--- src/rtl/http_byte_range_parser_defines.svh ---
// ----------------------------------------------------------------------------
// HTTP byte-range parser assertion macros
// Shared concurrent assertion forms, clocked on clk with arst_n reset.
// ----------------------------------------------------------------------------
`ifndef HTTP_BYTE_RANGE_PARSER_DEFINES_SVH
`define HTTP_BYTE_RANGE_PARSER_DEFINES_SVH

// same-cycle implication
`define BRP_ASSERT_NOW(lbl, pre, post, msg) \
	lbl: assert property (@(posedge clk) disable iff (!arst_n) (pre) |-> (post)) \
		else $error(msg);

// next-cycle implication
`define BRP_ASSERT_NXT(lbl, pre, post, msg) \
	lbl: assert property (@(posedge clk) disable iff (!arst_n) (pre) |=> (post)) \
		else $error(msg);

`endif

--- src/rtl/brp_pkg.sv ---
// ----------------------------------------------------------------------------
// HTTP byte-range parser package
// Status codes, character constants, field widths and the stage snapshot.
// ----------------------------------------------------------------------------
package brp_pkg;

	localparam int CHAR_W  = 8;
	localparam int FIELD_W = 63;
	localparam int RANGE_W = 64;

	typedef enum logic [1:0] {
		ST_OK    = 2'd0,
		ST_BAD   = 2'd1,
		ST_UNSAT = 2'd2,
		ST_LARGE = 2'd3
	} brp_status_t;

	localparam logic [2:0]        PFX_LEN   = 3'd6;
	localparam logic [CHAR_W-1:0] CH_HYPHEN = 8'h2d;
	localparam logic [CHAR_W-1:0] CH_COMMA  = 8'h2c;
	localparam logic [CHAR_W-1:0] CH_ZERO   = 8'h30;
	localparam logic [CHAR_W-1:0] CH_NINE   = 8'h39;

	// "bytes="
	function automatic logic [CHAR_W-1:0] lead_char(input logic [2:0] pos);
		logic [CHAR_W-1:0] c;
		case (pos)
			3'd0:    c = 8'h62;
			3'd1:    c = 8'h79;
			3'd2:    c = 8'h74;
			3'd3:    c = 8'h65;
			3'd4:    c = 8'h73;
			3'd5:    c = 8'h3d;
			default: c = 8'h00;
		endcase
		return c;
	endfunction

	typedef struct packed {
		logic               empty;
		brp_status_t        err;
		logic               pfx_ok;
		logic               hyphen;
		logic               first_any;
		logic               first_long;
		logic               first_ovf;
		logic [FIELD_W-1:0] first_num;
		logic               last_any;
		logic               last_long;
		logic               last_ovf;
		logic [FIELD_W-1:0] last_num;
		logic [FIELD_W-1:0] size;
	} brp_snap_t;

endpackage

--- src/rtl/brp_in_if.sv ---
// ----------------------------------------------------------------------------
// HTTP byte-range parser input channel
// Valid/ready channel carrying one field character per transaction.
// ----------------------------------------------------------------------------
interface brp_in_if;
	import brp_pkg::*;

	logic               valid;
	logic               ready;
	logic [CHAR_W-1:0]  char_code;
	logic               last_char;
	logic               empty_field;
	logic [FIELD_W-1:0] file_size;

	modport source(output valid, output char_code, output last_char,
		output empty_field, output file_size, input ready);
	modport sink(input valid, input char_code, input last_char,
		input empty_field, input file_size, output ready);
endinterface

--- src/rtl/brp_out_if.sv ---
// ----------------------------------------------------------------------------
// HTTP byte-range parser result channel
// Valid/ready channel carrying status and inclusive byte range.
// ----------------------------------------------------------------------------
interface brp_out_if;
	import brp_pkg::*;

	logic               valid;
	logic               ready;
	logic [1:0]         status;
	logic [FIELD_W-1:0] range_low;
	logic [RANGE_W-1:0] range_high;

	modport source(output valid, output status, output range_low,
		output range_high, input ready);
	modport sink(input valid, input status, input range_low,
		input range_high, output ready);
endinterface

--- src/rtl/brp_parse.sv ---
// ----------------------------------------------------------------------------
// HTTP byte-range parser character stage
// Input register, per-character scan state and end-of-field snapshot.
// ----------------------------------------------------------------------------
module brp_parse #(
	parameter int LENGTH_LIMIT = 200,
	parameter int VALUE_BITS   = 63
) (
	input  logic              clk,
	input  logic              arst_n,
	brp_in_if.sink            req,
	output brp_pkg::brp_snap_t snap,
	output logic              snap_valid,
	input  logic              snap_ready
);
	import brp_pkg::*;

	localparam int CNT_W = $clog2(LENGTH_LIMIT + 1);
	localparam int ACC_W = VALUE_BITS + 4;
	localparam logic [CNT_W-1:0] CNT_MAX = CNT_W'(LENGTH_LIMIT);

	logic               v_s1;
	logic [CHAR_W-1:0]  char_s1;
	logic               last_s1;
	logic               empty_s1;
	logic [FIELD_W-1:0] size_s1;

	logic [2:0]            pfx_q, pfx_n;
	brp_status_t           err_q, err_n;
	logic                  hyphen_q, hyphen_n;
	logic                  after_q, after_n;
	logic [CNT_W-1:0]      fcnt_q, fcnt_n, lcnt_q, lcnt_n;
	logic [VALUE_BITS-1:0] fnum_q, fnum_n, lnum_q, lnum_n;
	logic                  fovf_q, fovf_n, lovf_q, lovf_n;

	brp_snap_t snap_s2, snap_n;
	logic      v_s2;

	logic                  s2_free, res_s1, adv_s1, is_digit, acc_ovf;
	logic [3:0]            digit;
	logic [VALUE_BITS-1:0] acc_cur;
	logic [ACC_W-1:0]      acc_sum;

	assign s2_free   = !v_s2 || snap_ready;
	assign res_s1    = last_s1 || empty_s1;
	assign adv_s1    = v_s1 && (!res_s1 || s2_free);
	assign req.ready = !v_s1 || !res_s1 || s2_free;

	assign is_digit = (char_s1 >= CH_ZERO) && (char_s1 <= CH_NINE);
	assign digit    = 4'(char_s1 - CH_ZERO);
	assign acc_cur  = hyphen_q ? lnum_q : fnum_q;
	assign acc_sum  = ACC_W'({acc_cur, 3'b000}) + ACC_W'({acc_cur, 1'b0}) + ACC_W'(digit);
	assign acc_ovf  = |acc_sum[ACC_W-1:VALUE_BITS];

	always_comb begin
		pfx_n    = pfx_q;
		err_n    = err_q;
		hyphen_n = hyphen_q;
		after_n  = after_q;
		fcnt_n   = fcnt_q;
		lcnt_n   = lcnt_q;
		fnum_n   = fnum_q;
		lnum_n   = lnum_q;
		fovf_n   = fovf_q;
		lovf_n   = lovf_q;
		if (err_q == ST_OK) begin
			if (pfx_q != PFX_LEN) begin
				if (char_s1 != lead_char(pfx_q)) begin
					err_n = ST_BAD;
				end
				pfx_n = pfx_q + 3'd1;
			end else begin
				after_n = 1'b1;
				if (is_digit) begin
					if (hyphen_q) begin
						if (lcnt_q < CNT_MAX) begin
							lcnt_n = lcnt_q + CNT_W'(1);
						end
						if (!lovf_q) begin
							if (acc_ovf) begin
								lovf_n = 1'b1;
							end else begin
								lnum_n = acc_sum[VALUE_BITS-1:0];
							end
						end
					end else begin
						if (fcnt_q < CNT_MAX) begin
							fcnt_n = fcnt_q + CNT_W'(1);
						end
						if (!fovf_q) begin
							if (acc_ovf) begin
								fovf_n = 1'b1;
							end else begin
								fnum_n = acc_sum[VALUE_BITS-1:0];
							end
						end
					end
				end else if (char_s1 == CH_HYPHEN) begin
					if (hyphen_q) begin
						err_n = ST_BAD;
					end else begin
						hyphen_n = 1'b1;
					end
				end else if (char_s1 == CH_COMMA && after_q) begin
					err_n = ST_UNSAT;
				end else begin
					err_n = ST_BAD;
				end
			end
		end
	end

	always_comb begin
		snap_n.empty      = empty_s1;
		snap_n.err        = err_n;
		snap_n.pfx_ok     = (pfx_n == PFX_LEN);
		snap_n.hyphen     = hyphen_n;
		snap_n.first_any  = (fcnt_n != '0);
		snap_n.first_long = (fcnt_n >= CNT_MAX);
		snap_n.first_ovf  = fovf_n;
		snap_n.first_num  = FIELD_W'(fnum_n);
		snap_n.last_any   = (lcnt_n != '0);
		snap_n.last_long  = (lcnt_n >= CNT_MAX);
		snap_n.last_ovf   = lovf_n;
		snap_n.last_num   = FIELD_W'(lnum_n);
		snap_n.size       = size_s1;
	end

	always_ff @(posedge clk or negedge arst_n) begin
		if (!arst_n) begin
			v_s1 <= 1'b0;
			v_s2 <= 1'b0;
		end else begin
			if (req.ready) begin
				v_s1 <= req.valid;
			end
			if (s2_free) begin
				v_s2 <= v_s1 && res_s1;
			end
		end
	end

	always_ff @(posedge clk) begin
		if (req.valid && req.ready) begin
			char_s1  <= req.char_code;
			last_s1  <= req.last_char;
			empty_s1 <= req.empty_field;
			size_s1  <= req.file_size;
		end
		if (adv_s1 && res_s1) begin
			snap_s2 <= snap_n;
		end
	end

	always_ff @(posedge clk or negedge arst_n) begin
		if (!arst_n) begin
			pfx_q    <= '0;
			err_q    <= ST_OK;
			hyphen_q <= 1'b0;
			after_q  <= 1'b0;
			fcnt_q   <= '0;
			lcnt_q   <= '0;
			fnum_q   <= '0;
			lnum_q   <= '0;
			fovf_q   <= 1'b0;
			lovf_q   <= 1'b0;
		end else if (adv_s1) begin
			if (res_s1) begin
				pfx_q    <= '0;
				err_q    <= ST_OK;
				hyphen_q <= 1'b0;
				after_q  <= 1'b0;
				fcnt_q   <= '0;
				lcnt_q   <= '0;
				fnum_q   <= '0;
				lnum_q   <= '0;
				fovf_q   <= 1'b0;
				lovf_q   <= 1'b0;
			end else begin
				pfx_q    <= pfx_n;
				err_q    <= err_n;
				hyphen_q <= hyphen_n;
				after_q  <= after_n;
				fcnt_q   <= fcnt_n;
				lcnt_q   <= lcnt_n;
				fnum_q   <= fnum_n;
				lnum_q   <= lnum_n;
				fovf_q   <= fovf_n;
				lovf_q   <= lovf_n;
			end
		end
	end

	assign snap       = snap_s2;
	assign snap_valid = v_s2;
endmodule

--- src/rtl/brp_finish.sv ---
// ----------------------------------------------------------------------------
// HTTP byte-range parser range resolution
// Turns the end-of-field snapshot into status and clamped range.
// ----------------------------------------------------------------------------
module brp_finish (
	input  logic               clk,
	input  logic               arst_n,
	input  brp_pkg::brp_snap_t snap,
	input  logic               snap_valid,
	output logic               snap_ready,
	brp_out_if.source          rsp
);
	import brp_pkg::*;

	logic               vld_q, out_free;
	brp_status_t        st_n;
	logic [1:0]         status_q;
	logic [FIELD_W-1:0] lo_n, lo_q;
	logic [RANGE_W-1:0] hi_n, hi_q, top, up, first_ext, last_ext, size_ext;

	assign out_free   = !vld_q || rsp.ready;
	assign snap_ready = out_free;

	assign size_ext  = {1'b0, snap.size};
	assign first_ext = {1'b0, snap.first_num};
	assign last_ext  = {1'b0, snap.last_num};
	assign top       = size_ext - RANGE_W'(1);
	assign up        = snap.last_any ? last_ext : top;

	always_comb begin
		st_n = ST_OK;
		lo_n = '0;
		hi_n = '0;
		if (snap.empty) begin
			hi_n = top;
		end else if (snap.err != ST_OK) begin
			st_n = snap.err;
		end else if (!snap.pfx_ok || !snap.hyphen) begin
			st_n = ST_BAD;
		end else if (snap.first_long || snap.last_long) begin
			st_n = ST_LARGE;
		end else if (snap.first_any) begin
			if (snap.first_ovf || (snap.last_any && snap.last_ovf)) begin
				st_n = ST_BAD;
			end else if (first_ext > up || first_ext >= size_ext) begin
				st_n = ST_UNSAT;
			end else begin
				lo_n = snap.first_num;
				hi_n = (up < top) ? up : top;
			end
		end else if (!snap.last_any || snap.last_ovf) begin
			st_n = ST_BAD;
		end else begin
			lo_n = (snap.last_num > snap.size) ? '0 : snap.size - snap.last_num;
			hi_n = top;
		end
	end

	always_ff @(posedge clk or negedge arst_n) begin
		if (!arst_n) begin
			vld_q <= 1'b0;
		end else if (out_free) begin
			vld_q <= snap_valid;
		end
	end

	always_ff @(posedge clk) begin
		if (out_free && snap_valid) begin
			status_q <= st_n;
			lo_q     <= lo_n;
			hi_q     <= hi_n;
		end
	end

	assign rsp.valid      = vld_q;
	assign rsp.status     = status_q;
	assign rsp.range_low  = lo_q;
	assign rsp.range_high = hi_q;
endmodule

--- src/rtl/http_byte_range_parser.sv ---
// A result passes from the input register through the snapshot to the output register.
// Throughput: one character per cycle unless stalled, set by the single scan stage
// and its shared multiply-by-ten accumulator; result stalls hold closing characters.
// Reset: arst_n clears all valid flags and scan state asynchronously.
// ----------------------------------------------------------------------------
// HTTP byte-range parser
// Parses a Range field one character per transaction into status and range.
// ----------------------------------------------------------------------------
`include "http_byte_range_parser_defines.svh"

module http_byte_range_parser #(
	parameter int LENGTH_LIMIT = 200,
	parameter int VALUE_BITS   = 63
) (
	input  logic      clk,
	input  logic      arst_n,
	brp_in_if.sink    req,
	brp_out_if.source rsp
);
	import brp_pkg::*;

	brp_snap_t snap;
	logic      snap_valid;
	logic      snap_ready;

	brp_parse #(
		.LENGTH_LIMIT(LENGTH_LIMIT),
		.VALUE_BITS  (VALUE_BITS)
	) u_parse (
		.clk       (clk),
		.arst_n    (arst_n),
		.req       (req),
		.snap      (snap),
		.snap_valid(snap_valid),
		.snap_ready(snap_ready)
	);

	brp_finish u_finish (
		.clk       (clk),
		.arst_n    (arst_n),
		.snap      (snap),
		.snap_valid(snap_valid),
		.snap_ready(snap_ready),
		.rsp       (rsp)
	);

	`BRP_ASSERT_NOW(a_err_zero_range, rsp.valid && rsp.status != ST_OK, rsp.range_low == '0 && rsp.range_high == '0, "error result with nonzero range")
	`BRP_ASSERT_NXT(a_snap_hold, snap_valid && !snap_ready, snap_valid && $stable(snap), "stalled snapshot changed")
	`BRP_ASSERT_NOW(a_out_stall, rsp.valid && !rsp.ready, !snap_ready, "snapshot taken while result stalled")
endmodule

--- src/flat_wrapper.sv ---
// flat-port wrapper written by rule: the top's interface ports become plain ports
module http_byte_range_parser_flat import brp_pkg::*;
#(
	parameter int LENGTH_LIMIT = 200,
	parameter int VALUE_BITS   = 63
)
  (clk, arst_n, req_valid, req_char_code, req_last_char, req_empty_field, req_file_size, req_ready, rsp_valid, rsp_status, rsp_range_low, rsp_range_high, rsp_ready);
  brp_in_if req_i ();
  brp_out_if rsp_i ();
  input  logic clk;
  input  logic arst_n;
  input wire logic [$bits(req_i.valid)-1:0] req_valid;
  input wire logic [$bits(req_i.char_code)-1:0] req_char_code;
  input wire logic [$bits(req_i.last_char)-1:0] req_last_char;
  input wire logic [$bits(req_i.empty_field)-1:0] req_empty_field;
  input wire logic [$bits(req_i.file_size)-1:0] req_file_size;
  output wire logic [$bits(req_i.ready)-1:0] req_ready;
  output wire logic [$bits(rsp_i.valid)-1:0] rsp_valid;
  output wire logic [$bits(rsp_i.status)-1:0] rsp_status;
  output wire logic [$bits(rsp_i.range_low)-1:0] rsp_range_low;
  output wire logic [$bits(rsp_i.range_high)-1:0] rsp_range_high;
  input wire logic [$bits(rsp_i.ready)-1:0] rsp_ready;
  assign req_i.valid = req_valid;
  assign req_i.char_code = req_char_code;
  assign req_i.last_char = req_last_char;
  assign req_i.empty_field = req_empty_field;
  assign req_i.file_size = req_file_size;
  assign req_ready = req_i.ready;
  assign rsp_valid = rsp_i.valid;
  assign rsp_status = rsp_i.status;
  assign rsp_range_low = rsp_i.range_low;
  assign rsp_range_high = rsp_i.range_high;
  assign rsp_i.ready = rsp_ready;
  http_byte_range_parser #(.LENGTH_LIMIT(LENGTH_LIMIT), .VALUE_BITS(VALUE_BITS)) u_core (.clk(clk), .arst_n(arst_n), .req(req_i), .rsp(rsp_i));
endmodule
--- config.mk ---
export PLATFORM = sky130hd
export DESIGN_NAME = http_byte_range_parser_flat
export DESIGN_NICKNAME = d
export VERILOG_FILES = /design/src/rtl/brp_pkg.sv /design/src/rtl/brp_in_if.sv /design/src/rtl/brp_out_if.sv /design/src/rtl/brp_parse.sv /design/src/rtl/brp_finish.sv /design/src/rtl/http_byte_range_parser.sv /design/src/flat_wrapper.sv
export VERILOG_INCLUDE_DIRS = /design/src /design/src/rtl
export SDC_FILE = /design/constraint.sdc
export NUM_CORES = 2
export LEC_CHECK = 0
export ABC_CLOCK_PERIOD_IN_PS = 5400
export BUFFER_PORTS_ARGS = -buffer_cell sky130_fd_sc_hd__buf_2
export CELL_PAD_IN_SITES_DETAIL_PLACEMENT = 1
export CELL_PAD_IN_SITES_GLOBAL_PLACEMENT = 1
export CORE_MARGIN = 2
export CORE_UTILIZATION = 33
export CTS_BUF_LIST = sky130_fd_sc_hd__clkbuf_16
export DETAILED_ROUTE_END_ITERATION = 16
export PLACE_DENSITY_LB_ADDON = 0.3
export SLEW_MARGIN = 20
export SYNTH_ARGS = -nofsm -noshare
export SYNTH_HDL_FRONTEND = slang
export SYNTH_SLANG_ARGS = --single-unit
--- constraint.sdc ---
create_clock -name clk -period 5.4 [get_ports clk]
set_input_delay 1.08 -clock clk [delete_from_list [all_inputs] [get_ports clk]]
set_output_delay 1.08 -clock clk [all_outputs]
set_load 0.005 [all_outputs]
==> impl_results.md <==
* CP Depth at 25
* Total chip power at roughly 13 mW
* Reg clk slew, reported paths at about 0.06 ns
* CTS Root Cell: clkbuf_16
* RSZ-0062 raised after global routing: yes
* Die area at 0.117 mm^2
* YS warnings at 0
* Peak VDD IR at 0.198 mV
* End of the worst register-to-register path: u_core.u_finish.rsp.range_high[0]
* Clock tree from TritonCTS: built
* CP max stage cell: or4_4
* Setup violators final at 128
* Number of synthesized flops with an enable pin at 402
* Sw Ratio at 0.306
* First-pass GRT wire length at slightly above 200 mm
* Drt pass-1 iters at 5
* Slew margin rel. at 0.279
* CP Data Arrival Time at roughly 6.5 ns
* Net Switching at slightly below 4 mW
* DR top layer: met4
* TritonCTS Buffers at 70
* Flop-to-flop setup slack at -0.68 ns
* Commonest non-fill, non-tap cell in the layout: edfxtp_1
* Final #Nets at approximately 4600
* Ports at about 210
* Outcome: finished, violations left
* Met2 WL post-DR at 59.4 mm
* Max H-tree Level at 3
* Worst Skew at approximately 0.029 ns
* R2R Path Start: u_core.u_parse.snap[3]
* Part of the power in registers at 0.406
* GPL Wtd Cong at 0.920
* Final worst slack at -0.678 ns
* Remaining DRCs at 0
* HPWL Detailed at between 100 and 150 mm
* Largest net degree at the start of global routing at approximately 130
* F_max at 0.165 GHz
* Die width at ~340 um
* Cell variety after synth at 93
* Fin Setup TNS at -72.74 ns
* Antenna violations before repair at 4
* Number of max-cap violations at 0
* Pins Over Slew Limit at 0
* Fraction of registers with async set or reset after synthesis at 0.277
* Length in cells of the worst reg-to-reg path at 25
* Setup crit end kind: flop
* DR vias at 30792
* CP bufs+invs at 4
* Clock Path Buffers at 3
* Pwr/cell area at between 200 and 300 mW/mm^2
* Min-delay worst type: flop to flop
* Clock sink count at between 500 and 600
* Post-synth top flop: edfxtp_1
* WL final at roughly 140 mm
* Met3 Wirelength at ~7 mm
* Crit path to: u_core.u_finish.rsp.range_high[0]
* Initial Util at 0.334
* Post-synthesis area per instance at ~11 um^2
* Syn Nets at between 4000 and 5000
* Synthesized cell area at between 0.03 and 0.04 mm^2
* Max stage delay on crit path at roughly 0.60 ns
* Grt total ovfl at 0
* Clk pwr share at 0.369
* Worst Path Class, Setup: flop to flop
* Worst-Margin Slew at approximately 1.1 ns
* Routed Antenna Nets at 0
* Vias in the first global route at around 32000
* Worst Setup Start Kind: flop
* IO Port Bufs at 207
* CP Launch Point: u_core.u_parse.snap[3]
* Hold Startpoint: u_core.u_parse.size_s1[58]
* Leakage at 21.1 nW
* Logic pwr share at 0.225
* Crit-path leading delay family: simple AND/OR/NAND/NOR gates
* Clk_lat worst skew at roughly 0.66 ns
* Seq/Total Area, Yosys at 0.424
* Area grow syn2layout at 25.6%
* Mapped Cells at about 3600
* Wl on met1 at 65.2 mm
* Iter 0 DRT Violations at between 1500 and 2000
* Most frequent cells in the layout: edfxtp_1 (402), buf_4 (393), ha_1 (382), inv_1 (256), nand2_1 (232)
* Wire length per cell at ~24 um
* Failing checks: setup timing
* Synth Register Bits at approximately 560
* Share of post-route cells with drive strength above 1 at 0.282
* Vias per cell at between 5 and 6
* Power Internal at between 8 and 9 mW
* Critical Path Fanout Max at 7
* Hold violation total from the final report at 0
* CTS Hold Bufs at 0
* Fin crit period at around 6 ns
* Core Area at between 0.1 and 0.15 mm^2
* Gr usage total at 0.227
* ANT cells at 0
* Die Ht at 341 um
* Final period util at 1.13
* Critical path required time at 5.77 ns
* Row cnt at about 120
==> cell usage after synthesis, types with 24 or more instances <==
cell type    n  area [um^2]
nand3_1     57          285
ha_1       384         4800
a21oi_1    239         1200
nor2_1     188          706
edfxtp_1   402        12100
nand4_1     81          507
inv_1      242          908
o21bai_1    28          210
buf_2       35          175
xor2_1      58          508
mux2_2     185         2080
clkbuf_1    79          297
o22ai_2     40          500
xnor2_1    147         1290
and3_1      29          181
a22o_1     145         1270
buf_6       25          282
nor2b_1     34          213
a31oi_1     24          150
nor3_1      50          250
nand2_1    247          927
a22oi_1     42          315
o21a_1      25          188
o21ai_0    180          901
a21o_1     124          931
dfrtp_1    154         3850
==> layout make-up <==
cell class	count	area [um^2]
inverter	242	912
multi-input combinational	2610	20900
fill	12491	65500
clock buffer	72	1800
sequential	556	15900
tap	1500	1880
clock inverter	57	450
timing repair buffer	672	5350
==> metrics by stage <==
| step | worst slack [ns] | instances | area [um^2] | utilization | hold WS [ns] |
|---|---|---|---|---|---|
| after floorplan | -0.252 | 3559 | 37700 | - | 0.400 |
| after global placement | -0.789 | 5532 | 43400 | 0.385 | 0.403 |
| after detailed placement | -0.954 | 5532 | 43400 | 0.385 | 0.406 |
| after CTS | -0.617 | 5689 | 46300 | 0.411 | 0.418 |
| after global routing | -0.946 | 5709 | 47200 | 0.419 | 0.425 |
| final | -0.678 | 5709 | 47200 | 0.419 | 0.416 |
==> power groups by stage <==
| stage | registers [mW] | clock network [mW] | logic [mW] |
|---|---|---|---|
| final | 5.17 | 4.70 | 2.86 |
| after global routing | 5.19 | 4.96 | 3.12 |
| after CTS | 5.16 | 4.80 | 2.74 |
| after detailed placement | 5.24 | 0 | 2.64 |
| after global placement | 5.24 | 0 | 2.59 |
| after floorplan | 5.14 | 0 | 1.59 |
==> state kept, by name, summed over array words and instances (netlist names) <==
signal                          cells
u_core.u_finish.rsp.range_high     64
u_core.u_finish.rsp.range_low      63
u_core.u_finish.rsp.status          2
u_core.u_finish.rsp.valid           1
u_core.u_parse.after_q              1
u_core.u_parse.char_s1              8
u_core.u_parse.empty_s1             1
u_core.u_parse.err_q                2
u_core.u_parse.fcnt_q               8
u_core.u_parse.fnum_q              63
u_core.u_parse.fovf_q               1
u_core.u_parse.hyphen_q             1
u_core.u_parse.last_s1              1
u_core.u_parse.lcnt_q               8
u_core.u_parse.lnum_q              63
u_core.u_parse.lovf_q               1
u_core.u_parse.pfx_q                3
u_core.u_parse.size_s1             63
u_core.u_parse.snap               200
u_core.u_parse.snap_valid           1
u_core.u_parse.v_s1                 1
==> worst reg2reg max path, stage by stage, from the launching register on <==
cell      delay, ns
edfxtp_1       0.41
or4_4          0.60
nor4b_4        0.32
buf_4          0.19
or4b_4         0.50
nor2_4         0.17
and2_4         0.20
nand3b_1       0.15
nor3_4         0.19
nand4_1        0.18
xnor2_2        0.17
and2b_1        0.19
a21o_1         0.19
ha_4           0.27
nand4_1        0.16
nor4_2         0.18
buf_4          0.16
nor3b_4        0.21
a21boi_4       0.22
o21ai_2        0.09
and4_4         0.18
a21o_4         0.23
a21oi_4        0.20
buf_12         0.21
buf_12         0.16
o22ai_2        0.08
==> kinds of logic (layout without fill, tap and decap cells) <==
group | after synthesis | count (layout) | synth area share
AOI/OAI and AO/OA | 999 | 999 | 0.185
and+or+nand+nor | 815 | 815 | 0.107
DFF | 556 | 556 | 0.424
buffers and inverters | 393 | 1043 | 0.0458
adders and majority gates | 387 | 387 | 0.129
xor gates and xnor gates | 205 | 205 | 0.0478
muxes | 204 | 204 | 0.0608
==> routing by layer <==
layer,global-route usage,up-vias
met5,0,-
met4,0.0778,0
met3,0.0362,173
met2,0.346,697
met1,0.325,15415
li1,-,14507
==> repair_timing <==
item	4_1_cts	5_1_grt
pin swaps	27	84
buffers inserted	25	16
gates cloned	4	9
setup endpoints to repair	380	330
resized for setup	67	140
==> how the worst min path moves through the flow <==
stage                               to  slack, ns  cells past startpoint
5_1_grt        u_core.u_parse.snap[58]       0.43                      0
6_report       u_core.u_parse.snap[58]       0.42                      0
2_1_floorplan   u_core.u_parse.snap[0]       0.40                      0
4_1_cts        u_core.u_parse.snap[24]       0.42                      0
3_5_place_dp   u_core.u_parse.snap[37]       0.41                      0
3_3_place_gp   u_core.u_parse.snap[61]       0.40                      0
Power figures use the tool's default switching activity.
